===== config.mk =====
export PLATFORM = sky130hd
export DESIGN_NAME = per_slot_circuit_breaker
export DESIGN_NICKNAME = d
export VERILOG_FILES = /design/src/psc_pkg.sv /design/src/psc_ctrl.sv /design/src/psc_dp.sv /design/src/per_slot_circuit_breaker.sv
export VERILOG_INCLUDE_DIRS = /design/src /design/src/src
export SDC_FILE = /design/constraint.sdc
export NUM_CORES = 2
export LEC_CHECK = 0
export ABC_AREA = 1
export BUFFER_PORTS_ARGS = -buffer_cell sky130_fd_sc_hd__clkbuf_2
export CORE_MARGIN = 5
export CORE_UTILIZATION = 35
export CTS_CLUSTER_SIZE = 30
export DETAILED_ROUTE_END_ITERATION = 8
export GPL_TIMING_DRIVEN = 0
export PLACE_DENSITY_LB_ADDON = 0.2
export SYNTH_ARGS = -nofsm -noshare
export SYNTH_HDL_FRONTEND = slang
export SYNTH_HIERARCHICAL = 1
export SYNTH_SLANG_ARGS = --single-unit

===== constraint.sdc =====
create_clock -name aclk -period 11.44 [get_ports aclk]
set_clock_uncertainty 0.05 [all_clocks]
set_input_delay 1.716 -clock aclk [delete_from_list [all_inputs] [get_ports aclk]]
set_output_delay 1.716 -clock aclk [all_outputs]
set_load 0.05 [all_outputs]

===== src/per_slot_circuit_breaker_assert.svh =====
// Assertion macros used by the circuit breaker top level.
`ifndef PER_SLOT_CIRCUIT_BREAKER_ASSERT_SVH
`define PER_SLOT_CIRCUIT_BREAKER_ASSERT_SVH

`ifndef NO_ASSERTIONS

// Property checked on every rising edge outside reset.
`define PSC_ASSERT(label, clk, rstn, prop) \
    label: assert property (@(posedge clk) disable iff (!rstn) prop) \
        else $error("circuit breaker assertion failed");

// Property checked on every rising edge, reset included.
`define PSC_ASSERT_ALWAYS(label, clk, prop) \
    label: assert property (@(posedge clk) prop) \
        else $error("circuit breaker assertion failed");

`else

`define PSC_ASSERT(label, clk, rstn, prop)
`define PSC_ASSERT_ALWAYS(label, clk, prop)

`endif

`endif


===== src/psc_pkg.sv =====
// Package with types and constants for the per-slot circuit breaker.
`timescale 1ns / 1ps

package psc_pkg;

    // Slot table geometry.
    localparam int NUM_SLOTS  = 16;
    localparam int SLOT_W     = 4;
    localparam int SLOT_IDX_W = (NUM_SLOTS > 1) ? $clog2(NUM_SLOTS) : 1;
    localparam int SLOT_EXT_W = (SLOT_IDX_W > SLOT_W) ? SLOT_IDX_W : SLOT_W;

    // Field widths.
    localparam int ACTION_W    = 2;
    localparam int MODE_W      = 2;
    localparam int RUN_W       = 8;
    localparam int CNT_W       = 32;
    localparam int TIME_W      = 32;
    localparam int THRESH_W    = 8;
    localparam int TIMEOUT_W   = 16;

    // Configuration port.
    localparam int CFG_IDX_W   = 1;
    localparam int CFG_DATA_W  = 16;
    localparam logic [CFG_IDX_W-1:0] REG_FAILURE_THRESHOLD = 1'd0;
    localparam logic [CFG_IDX_W-1:0] REG_OPEN_TIMEOUT      = 1'd1;
    localparam logic [THRESH_W-1:0]  THRESHOLD_RESET       = 8'd5;
    localparam logic [TIMEOUT_W-1:0] TIMEOUT_RESET         = 16'd30;

    // Stream payload widths.
    localparam int S_FIELDS_W = ACTION_W + SLOT_W;
    localparam int S_TDATA_W  = ((S_FIELDS_W + 7) / 8) * 8;
    localparam int M_FIELDS_W = 1 + MODE_W + RUN_W + CNT_W + CNT_W;
    localparam int M_TDATA_W  = ((M_FIELDS_W + 7) / 8) * 8;
    localparam int M_PAD_W    = M_TDATA_W - M_FIELDS_W;

    // Saturation limits.
    localparam logic [RUN_W-1:0] RUN_MAX = {RUN_W{1'b1}};
    localparam logic [CNT_W-1:0] CNT_MAX = {CNT_W{1'b1}};

    typedef enum logic [ACTION_W-1:0] {
        ACT_TICK    = 2'd0,
        ACT_QUERY   = 2'd1,
        ACT_FAILURE = 2'd2,
        ACT_SUCCESS = 2'd3
    } action_t;

    typedef enum logic [MODE_W-1:0] {
        MODE_CLOSED = 2'd0,
        MODE_OPEN   = 2'd1,
        MODE_HALF   = 2'd2
    } mode_t;

    typedef enum logic [1:0] {
        ST_IDLE = 2'd0,
        ST_READ = 2'd1,
        ST_EXEC = 2'd2,
        ST_OUT  = 2'd3
    } state_t;

    // Commands from the controller to the datapath.
    typedef struct packed {
        logic load;
        logic read;
        logic exec;
    } cmd_t;

endpackage


===== src/psc_ctrl.sv =====
// Controller state machine that sequences one beat through the datapath.
`timescale 1ns / 1ps

module psc_ctrl (
    input  logic           aclk,
    input  logic           aresetn,
    input  logic           s_tvalid,
    output logic           s_tready,
    output logic           m_tvalid,
    input  logic           m_tready,
    output psc_pkg::cmd_t  cmd
);
    import psc_pkg::*;

    state_t state_reg;
    state_t state_next;

    // State register.
    always_ff @(posedge aclk) begin
        if (!aresetn) begin
            state_reg <= ST_IDLE;
        end else begin
            state_reg <= state_next;
        end
    end

    // Next state: accept, read the slot, update it, then present the result.
    always_comb begin
        state_next = state_reg;
        case (state_reg)
            ST_IDLE: begin
                if (s_tvalid) begin
                    state_next = ST_READ;
                end
            end
            ST_READ: begin
                state_next = ST_EXEC;
            end
            ST_EXEC: begin
                state_next = ST_OUT;
            end
            ST_OUT: begin
                if (m_tready) begin
                    state_next = ST_IDLE;
                end
            end
            default: begin
                state_next = ST_IDLE;
            end
        endcase
    end

    // Outputs decoded from the current state.
    always_comb begin
        s_tready = 1'b0;
        m_tvalid = 1'b0;
        cmd      = '0;
        case (state_reg)
            ST_IDLE: begin
                s_tready = 1'b1;
                cmd.load = s_tvalid;
            end
            ST_READ: begin
                cmd.read = 1'b1;
            end
            ST_EXEC: begin
                cmd.exec = 1'b1;
            end
            ST_OUT: begin
                m_tvalid = 1'b1;
            end
            default: begin
                s_tready = 1'b0;
            end
        endcase
    end

endmodule


===== src/psc_dp.sv =====
// Datapath: slot table, tick counter, configuration and result register.
`timescale 1ns / 1ps

module psc_dp (
    input  logic                             aclk,
    input  logic                             aresetn,
    input  logic [psc_pkg::S_TDATA_W-1:0]    s_tdata,
    input  psc_pkg::cmd_t                    cmd,
    input  logic                             cfg_wr_en,
    input  logic [psc_pkg::CFG_IDX_W-1:0]    cfg_idx,
    input  logic [psc_pkg::CFG_DATA_W-1:0]   cfg_wdata,
    output logic [psc_pkg::M_TDATA_W-1:0]    m_tdata
);
    import psc_pkg::*;

    // Configuration and time.
    logic [THRESH_W-1:0]  threshold_reg;
    logic [TIMEOUT_W-1:0] timeout_reg;
    logic [TIME_W-1:0]    seconds_reg;

    // Captured input beat.
    action_t              action_reg;
    logic [SLOT_W-1:0]    slot_reg;

    // Slot table.
    mode_t                mode_tab_reg   [NUM_SLOTS];
    logic [TIME_W-1:0]    reopen_tab_reg [NUM_SLOTS];
    logic [RUN_W-1:0]     run_tab_reg    [NUM_SLOTS];
    logic [CNT_W-1:0]     sent_tab_reg   [NUM_SLOTS];
    logic [CNT_W-1:0]     failed_tab_reg [NUM_SLOTS];

    // Entry read for the current beat.
    mode_t                rd_mode_reg;
    logic [TIME_W-1:0]    rd_reopen_reg;
    logic [RUN_W-1:0]     rd_run_reg;
    logic [CNT_W-1:0]     rd_sent_reg;
    logic [CNT_W-1:0]     rd_failed_reg;

    // Result register.
    logic                 out_allow_reg;
    logic [MODE_W-1:0]    out_mode_reg;
    logic [RUN_W-1:0]     out_run_reg;
    logic [CNT_W-1:0]     out_sent_reg;
    logic [CNT_W-1:0]     out_failed_reg;

    // Updated entry.
    logic                 allow_next;
    mode_t                mode_next;
    logic [TIME_W-1:0]    reopen_next;
    logic [RUN_W-1:0]     run_next;
    logic [CNT_W-1:0]     sent_next;
    logic [CNT_W-1:0]     failed_next;

    logic [SLOT_EXT_W-1:0] slot_ext;
    logic [SLOT_IDX_W-1:0] slot_idx;
    logic                  slot_ok;
    logic                  entry_hit;
    logic [TIME_W-1:0]     time_diff;
    logic                  reopen_due;
    logic [TIME_W-1:0]     reopen_calc;
    logic [RUN_W-1:0]      run_inc;
    logic [CNT_W-1:0]      sent_inc;
    logic [CNT_W-1:0]      failed_inc;

    // Slot decode; slots at or above the table size are left alone.
    assign slot_ext  = SLOT_EXT_W'(slot_reg);
    assign slot_idx  = slot_ext[SLOT_IDX_W-1:0];
    assign slot_ok   = (32'(slot_reg) < NUM_SLOTS);
    assign entry_hit = slot_ok && (action_reg != ACT_TICK);

    // Configuration registers.
    always_ff @(posedge aclk) begin
        if (!aresetn) begin
            threshold_reg <= THRESHOLD_RESET;
            timeout_reg   <= TIMEOUT_RESET;
        end else if (cfg_wr_en) begin
            case (cfg_idx)
                REG_FAILURE_THRESHOLD: threshold_reg <= cfg_wdata[THRESH_W-1:0];
                REG_OPEN_TIMEOUT:      timeout_reg   <= cfg_wdata[TIMEOUT_W-1:0];
                default:               threshold_reg <= threshold_reg;
            endcase
        end
    end

    // Input beat capture.
    always_ff @(posedge aclk) begin
        if (cmd.load) begin
            action_reg <= action_t'(s_tdata[ACTION_W-1:0]);
            slot_reg   <= s_tdata[ACTION_W +: SLOT_W];
        end
    end

    // Tick counter wraps freely.
    always_ff @(posedge aclk) begin
        if (!aresetn) begin
            seconds_reg <= '0;
        end else if (cmd.exec && (action_reg == ACT_TICK)) begin
            seconds_reg <= seconds_reg + TIME_W'(1);
        end
    end

    // Registered read of the addressed entry.
    always_ff @(posedge aclk) begin
        if (cmd.read) begin
            rd_mode_reg   <= mode_tab_reg[slot_idx];
            rd_reopen_reg <= reopen_tab_reg[slot_idx];
            rd_run_reg    <= run_tab_reg[slot_idx];
            rd_sent_reg   <= sent_tab_reg[slot_idx];
            rd_failed_reg <= failed_tab_reg[slot_idx];
        end
    end

    // Saturating increments, wrap-safe reopen check and new reopen time.
    assign time_diff   = seconds_reg - rd_reopen_reg;
    assign reopen_due  = !time_diff[TIME_W-1];
    assign reopen_calc = seconds_reg + TIME_W'(timeout_reg);
    assign run_inc     = (rd_run_reg == RUN_MAX) ? RUN_MAX : rd_run_reg + RUN_W'(1);
    assign sent_inc    = (rd_sent_reg == CNT_MAX) ? CNT_MAX : rd_sent_reg + CNT_W'(1);
    assign failed_inc  = (rd_failed_reg == CNT_MAX) ? CNT_MAX : rd_failed_reg + CNT_W'(1);

    // Breaker update for the addressed slot.
    always_comb begin
        allow_next  = 1'b0;
        mode_next   = rd_mode_reg;
        reopen_next = rd_reopen_reg;
        run_next    = rd_run_reg;
        sent_next   = rd_sent_reg;
        failed_next = rd_failed_reg;
        case (action_reg)
            ACT_QUERY: begin
                if (rd_mode_reg == MODE_OPEN) begin
                    if (reopen_due) begin
                        mode_next  = MODE_HALF;
                        allow_next = 1'b1;
                    end
                end else begin
                    allow_next = 1'b1;
                end
            end
            ACT_FAILURE: begin
                run_next    = run_inc;
                failed_next = failed_inc;
                if (run_inc >= threshold_reg) begin
                    mode_next   = MODE_OPEN;
                    reopen_next = reopen_calc;
                end
            end
            ACT_SUCCESS: begin
                run_next  = '0;
                sent_next = sent_inc;
                if (rd_mode_reg == MODE_HALF) begin
                    mode_next = MODE_CLOSED;
                end
            end
            default: begin
                allow_next = 1'b0;
            end
        endcase
    end

    // Slot table write-back; reset closes every breaker and clears counters.
    always_ff @(posedge aclk) begin
        if (!aresetn) begin
            for (int i = 0; i < NUM_SLOTS; i++) begin
                mode_tab_reg[i]   <= MODE_CLOSED;
                reopen_tab_reg[i] <= '0;
                run_tab_reg[i]    <= '0;
                sent_tab_reg[i]   <= '0;
                failed_tab_reg[i] <= '0;
            end
        end else if (cmd.exec && entry_hit) begin
            mode_tab_reg[slot_idx]   <= mode_next;
            reopen_tab_reg[slot_idx] <= reopen_next;
            run_tab_reg[slot_idx]    <= run_next;
            sent_tab_reg[slot_idx]   <= sent_next;
            failed_tab_reg[slot_idx] <= failed_next;
        end
    end

    // Result register; ticks and unknown slots report all zeros.
    always_ff @(posedge aclk) begin
        if (cmd.exec) begin
            if (entry_hit) begin
                out_allow_reg  <= allow_next;
                out_mode_reg   <= mode_next;
                out_run_reg    <= run_next;
                out_sent_reg   <= sent_next;
                out_failed_reg <= failed_next;
            end else begin
                out_allow_reg  <= 1'b0;
                out_mode_reg   <= '0;
                out_run_reg    <= '0;
                out_sent_reg   <= '0;
                out_failed_reg <= '0;
            end
        end
    end

    assign m_tdata = {{M_PAD_W{1'b0}}, out_failed_reg, out_sent_reg, out_run_reg,
                      out_mode_reg, out_allow_reg};

endmodule


===== src/per_slot_circuit_breaker.sv =====
// Top level of the per-slot circuit breaker.
`timescale 1ns / 1ps
`include "per_slot_circuit_breaker_assert.svh"

// Keeps a closed/open/half-open breaker, a saturating failure run and
// saturating sent and failed totals for each of 16 backend slots, plus a
// tick counter that serves as the time base. Every input beat (tick, query,
// failure report or success report) yields exactly one result beat. An item
// passes in order through accept, read of the slot entry, update and
// write-back, and the result beat; the block works on one item at a time and
// holds the next until the result has left. A stalled result holds the block
// in the result beat until it is taken. Configuration writes take effect on
// the next edge and are meant for when the block is idle.
module per_slot_circuit_breaker (
    input  logic                            aclk,
    input  logic                            aresetn,
    // s_tdata fields from bit 0: action[1:0], slot[5:2], zero padding.
    input  logic [psc_pkg::S_TDATA_W-1:0]   s_tdata,
    input  logic                            s_tvalid,
    output logic                            s_tready,
    // m_tdata fields from bit 0: allow[0], breaker_mode[2:1],
    // failure_run[10:3], sent_total[42:11], failed_total[74:43], zero padding.
    output logic [psc_pkg::M_TDATA_W-1:0]   m_tdata,
    output logic                            m_tvalid,
    input  logic                            m_tready,
    input  logic                            cfg_wr_en,
    input  logic [psc_pkg::CFG_IDX_W-1:0]   cfg_idx,
    input  logic [psc_pkg::CFG_DATA_W-1:0]  cfg_wdata
);
    import psc_pkg::*;

    cmd_t cmd;

    // Sequencer.
    psc_ctrl u_ctrl (
        .aclk     (aclk),
        .aresetn  (aresetn),
        .s_tvalid (s_tvalid),
        .s_tready (s_tready),
        .m_tvalid (m_tvalid),
        .m_tready (m_tready),
        .cmd      (cmd)
    );

    // Slot table and result path.
    psc_dp u_dp (
        .aclk      (aclk),
        .aresetn   (aresetn),
        .s_tdata   (s_tdata),
        .cmd       (cmd),
        .cfg_wr_en (cfg_wr_en),
        .cfg_idx   (cfg_idx),
        .cfg_wdata (cfg_wdata),
        .m_tdata   (m_tdata)
    );

    // The two sides never hand over a beat at the same time.
    `PSC_ASSERT(a_one_side, aclk, aresetn, !(s_tready && m_tvalid))
    // A result beat follows an input beat after the read and update states.
    `PSC_ASSERT(a_latency, aclk, aresetn, (s_tvalid && s_tready) |=> (!m_tvalid ##1 !m_tvalid ##1 m_tvalid))
    // A permitted send never reports the slot as open.
    `PSC_ASSERT(a_allow_mode, aclk, aresetn, (m_tvalid && m_tdata[0]) |-> (m_tdata[2:1] != MODE_OPEN))
    // The reported mode is always a defined breaker mode.
    `PSC_ASSERT(a_mode_legal, aclk, aresetn, m_tvalid |-> !(m_tdata[1] && m_tdata[2]))

endmodule

==> results.sh <==
export IMPL_outcome="finished, violations left"
export IMPL_violations="capacitance limit, slew limit"
export IMPL_grtUsageTotal_pct=26.4
export IMPL_clk_latency_ns=0.88
export IMPL_crit_chain="clkbuf_2, inv_1, nor3_1, inv_1, nor2_1, inv_1, nor2_1, inv_1, clkbuf_2, clkbuf_1, nand2_4, buf_16"
export IMPL_cts_tree="yes"
export IMPL_ant_nets=0
export IMPL_path_delay_family="buffers and inverters"
export IMPL_viasPerCell=5.84
export IMPL_critical_path_slowest_cell="nor3_1"
export IMPL_cts_resized=0
export IMPL_vias=63800
export IMPL_cts_sinks=1941
export IMPL_ios=112
export IMPL_cp_buffers_inverters=8
export IMPL_slowest_delay_ns=0.83
export IMPL_gp_congestion=0.912
export IMPL_clk_pin_slew_ns=0.06
export IMPL_start_kind="input port"
export IMPL_hp_class="reg -> reg"
export IMPL_dr_pass1_iters=6
export IMPL_r2r_cells=13
export IMPL_worstMarginPinSlew_ns=1.56
export IMPL_die_y_um=500
export IMPL_synth_area_sq_um=83900
export IMPL_wl_per_cell_um=31.1
export IMPL_slew_headroom_pct=-4.22
export IMPL_netlist_instances=7209
export IMPL_setup_slack_ns=5.27
export IMPL_rows=179
export IMPL_clk_path_buf_depth=3
export IMPL_synth_cell_type_count=59
export IMPL_syn_area_per_cell_sq_um=11.6
export IMPL_antenna_found_initial=21
export IMPL_numCtsBuffers=206
export IMPL_die_x_um=500
export IMPL_grt_pass1_vias=61200
export IMPL_synth_edf_count=1883
export IMPL_hold_worst_slack_ns=0.431
export IMPL_cts_htree_levels=4
export IMPL_power_density_nw_per_um2=202
export IMPL_ys_seq_area_share_pct=68.8
export IMPL_p_leak_nw=34.7
export IMPL_finalSetupTns_ns=0
export IMPL_synthFlopType="edfxtp_1"
export IMPL_ys_warnings_count=6
export IMPL_crit_path_end_kind="flop"
export IMPL_cts_root_buf="clkbuf_16"
export IMPL_ys_seq_elements=1941
export IMPL_required_ns=11.89
export IMPL_cp_max_fo=48
export IMPL_rsz0062_at_grt="no"
export IMPL_ctsHoldBuffers=0
export IMPL_fin_crit_sh_pct=53.9
export IMPL_finalNetCount=7660
export IMPL_wl_um=340000
export IMPL_hold_viol=0
export IMPL_synth_area_leaders="edfxtp_1, a22oi_1, nor2_1"
export IMPL_crit_cells=12
export IMPL_power_total_mw=19.5
export IMPL_grt_pass1_wl_um=468000
export IMPL_max_freq_ghz=0.162
export IMPL_drc=0
export IMPL_overflow=0
export IMPL_final_max_slew_violation_count=54
export IMPL_dieArea_sq_um=250000
export IMPL_finalCriticalPeriod_ns=6.17
export IMPL_path_common_cell="inv_1"
export IMPL_cp_arrival_ns=6.62
export IMPL_cap_viol_max_count=8
export IMPL_dpl_worst_slack_ns=4.56
export IMPL_drive_above_1_share_pct=8.47
export IMPL_hold_path_cell_count=2
export IMPL_synth_top_cell_area_share_pct=67.4
export IMPL_fillerInstances=23000
export IMPL_first_iter_violations=9505
export IMPL_yosysTopAreaCell="edfxtp_1"
export IMPL_io_buffers=104
export IMPL_setup_viol=0
export IMPL_worst_ir_drop_vdd_mv=0.183
export IMPL_start_util_pct=35.2
export IMPL_core_area_sq_um=238000
export IMPL_grt_max_degree=49
export IMPL_post_dp_hpwl_um=223000
export IMPL_synthArstFlopShare_pct=0
export IMPL_area_delta_synth_final_pct=15.0
export IMPL_post_cts_setup_buffer_count=0
export IMPL_path_class="in -> reg"
==> per-layer routing <==
metal | global-route usage [%] | vias up | wire (um)
met2 | 41.1 | 3995 | 153000
li1 | - | 26700 | -
met3 | 6.10 | 769 | 37300
met5 | 0 | - | 62
met1 | 34.8 | 32300 | 131000
met4 | 12.7 | 8 | 18100
==> placed cells by master, fill, tap and decap left out, drive strengths merged, types with 2 or more instances in the layout <==
| cell type | n |
|---|---|
| nor3 | 57 |
| nor4 | 12 |
| bufinv | 20 |
| or4 | 106 |
| clkinvlp | 8 |
| nor2 | 1581 |
| xor2 | 30 |
| and2 | 18 |
| nand4 | 32 |
| inv | 435 |
| conb | 5 |
| o211ai | 6 |
| ha | 62 |
| diode | 15 |
| mux2i | 2 |
| o21bai | 2 |
| a21boi | 11 |
| edfxtp | 1883 |
| xnor2 | 20 |
| dfxtp | 58 |
| o21ai | 106 |
| a21oi | 686 |
| o21a | 5 |
| a21o | 3 |
| clkinv | 104 |
| or2 | 11 |
| buf | 180 |
| nand3b | 4 |
| a22oi | 855 |
| nand2 | 541 |
| clkbuf | 791 |
| nor3b | 6 |
| nand3 | 96 |
==> cells by family after synthesis <==
kind of cell | Yosys count | synth area share, %
adders and majority gates | 63 | 0.949
other | 1 | 0.00447
muxes | 2 | 0.0239
DFF | 1941 | 68.8
xor gates and xnor gates | 50 | 0.522
buffers and inverters | 1009 | 4.70
and+or+nand+nor | 2464 | 12.3
AOI/OAI and AO/OA | 1679 | 12.7
==> metrics by stage <==
stage          std cells  area (sq um)  utilization, %
3_5_place_dp       10500         89700            37.6
6_report           10900         96400            40.5
5_1_grt            10900         96400            40.5
3_3_place_gp       10500         88400            37.1
2_1_floorplan       7213         83900               -
4_1_cts            10900         96400            40.4
==> worst register-to-register path, stage by stage (launching register included) <==
cell and delay (ns):
dfxtp_1 0.36, inv_1 0.14, ha_4 0.60, inv_1 0.11, nor3_1 0.77, inv_1 0.14, nor2_1 0.13, inv_1 0.09
nor2_1 0.40, inv_1 0.39, clkbuf_2 0.67, clkbuf_1 0.56, nand2_4 0.68, buf_16 0.34
==> cells in the mapped netlist (4+ instances only) <==
cell type / instances
clkbuf_1: 430
nor4_1: 10
nor3_1: 50
a21oi_1: 681
ha_1: 62
inv_2: 24
buf_1: 63
nor3_2: 5
buf_2: 59
buf_6: 6
nor3b_1: 6
o21a_1: 5
edfxtp_1: 1883
nand4_1: 30
inv_1: 404
or2_2: 10
nand3_2: 7
dfxtp_1: 58
nor2_1: 1568
a21oi_2: 4
and2_1: 18
clkinv_1: 13
o21ai_1: 20
or4_1: 106
nand2_1: 533
buf_4: 10
o21ai_0: 83
a21boi_1: 8
nand2_2: 7
xnor2_1: 20
a22oi_1: 854
nor2_2: 9
nand3_1: 89
xor2_1: 30
==> power by group <==
part           total [mW]  internal, mW  switching, mW
registers            8.67          8.39          0.279
clock network        6.73          3.80           2.93
logic                4.10         0.827           3.27
total                19.5          13.0           6.48
==> final cells by class <==
type	instances	area, sq um	share of cell area [%]
well taps	3167	3960	4.11
repair buffers	146	1650	1.72
clock buffers	257	5390	5.59
clock inverters	126	1310	1.35
diodes	15	37.5	0.0389
flip-flops and latches	1941	57700	59.8
inverters	441	1660	1.72
plain buffers	568	2340	2.43
multi-input cells	4263	22400	23.2
==> worst paths after layout <==
| check | from | end | slack, ns |
|---|---|---|---|
| min reg2reg | u_dp/threshold_reg[7] | u_dp/threshold_reg[7] | 0.43 |
| max | aresetn | u_dp/sent_tab_reg[3][0] | 5.27 |
| min | u_dp/threshold_reg[7] | u_dp/threshold_reg[7] | 0.43 |
| max reg2reg | u_ctrl/state_reg[0] | u_dp/sent_tab_reg[3][0] | 5.50 |
No activity file was read; power rests on OpenSTA's default activity.
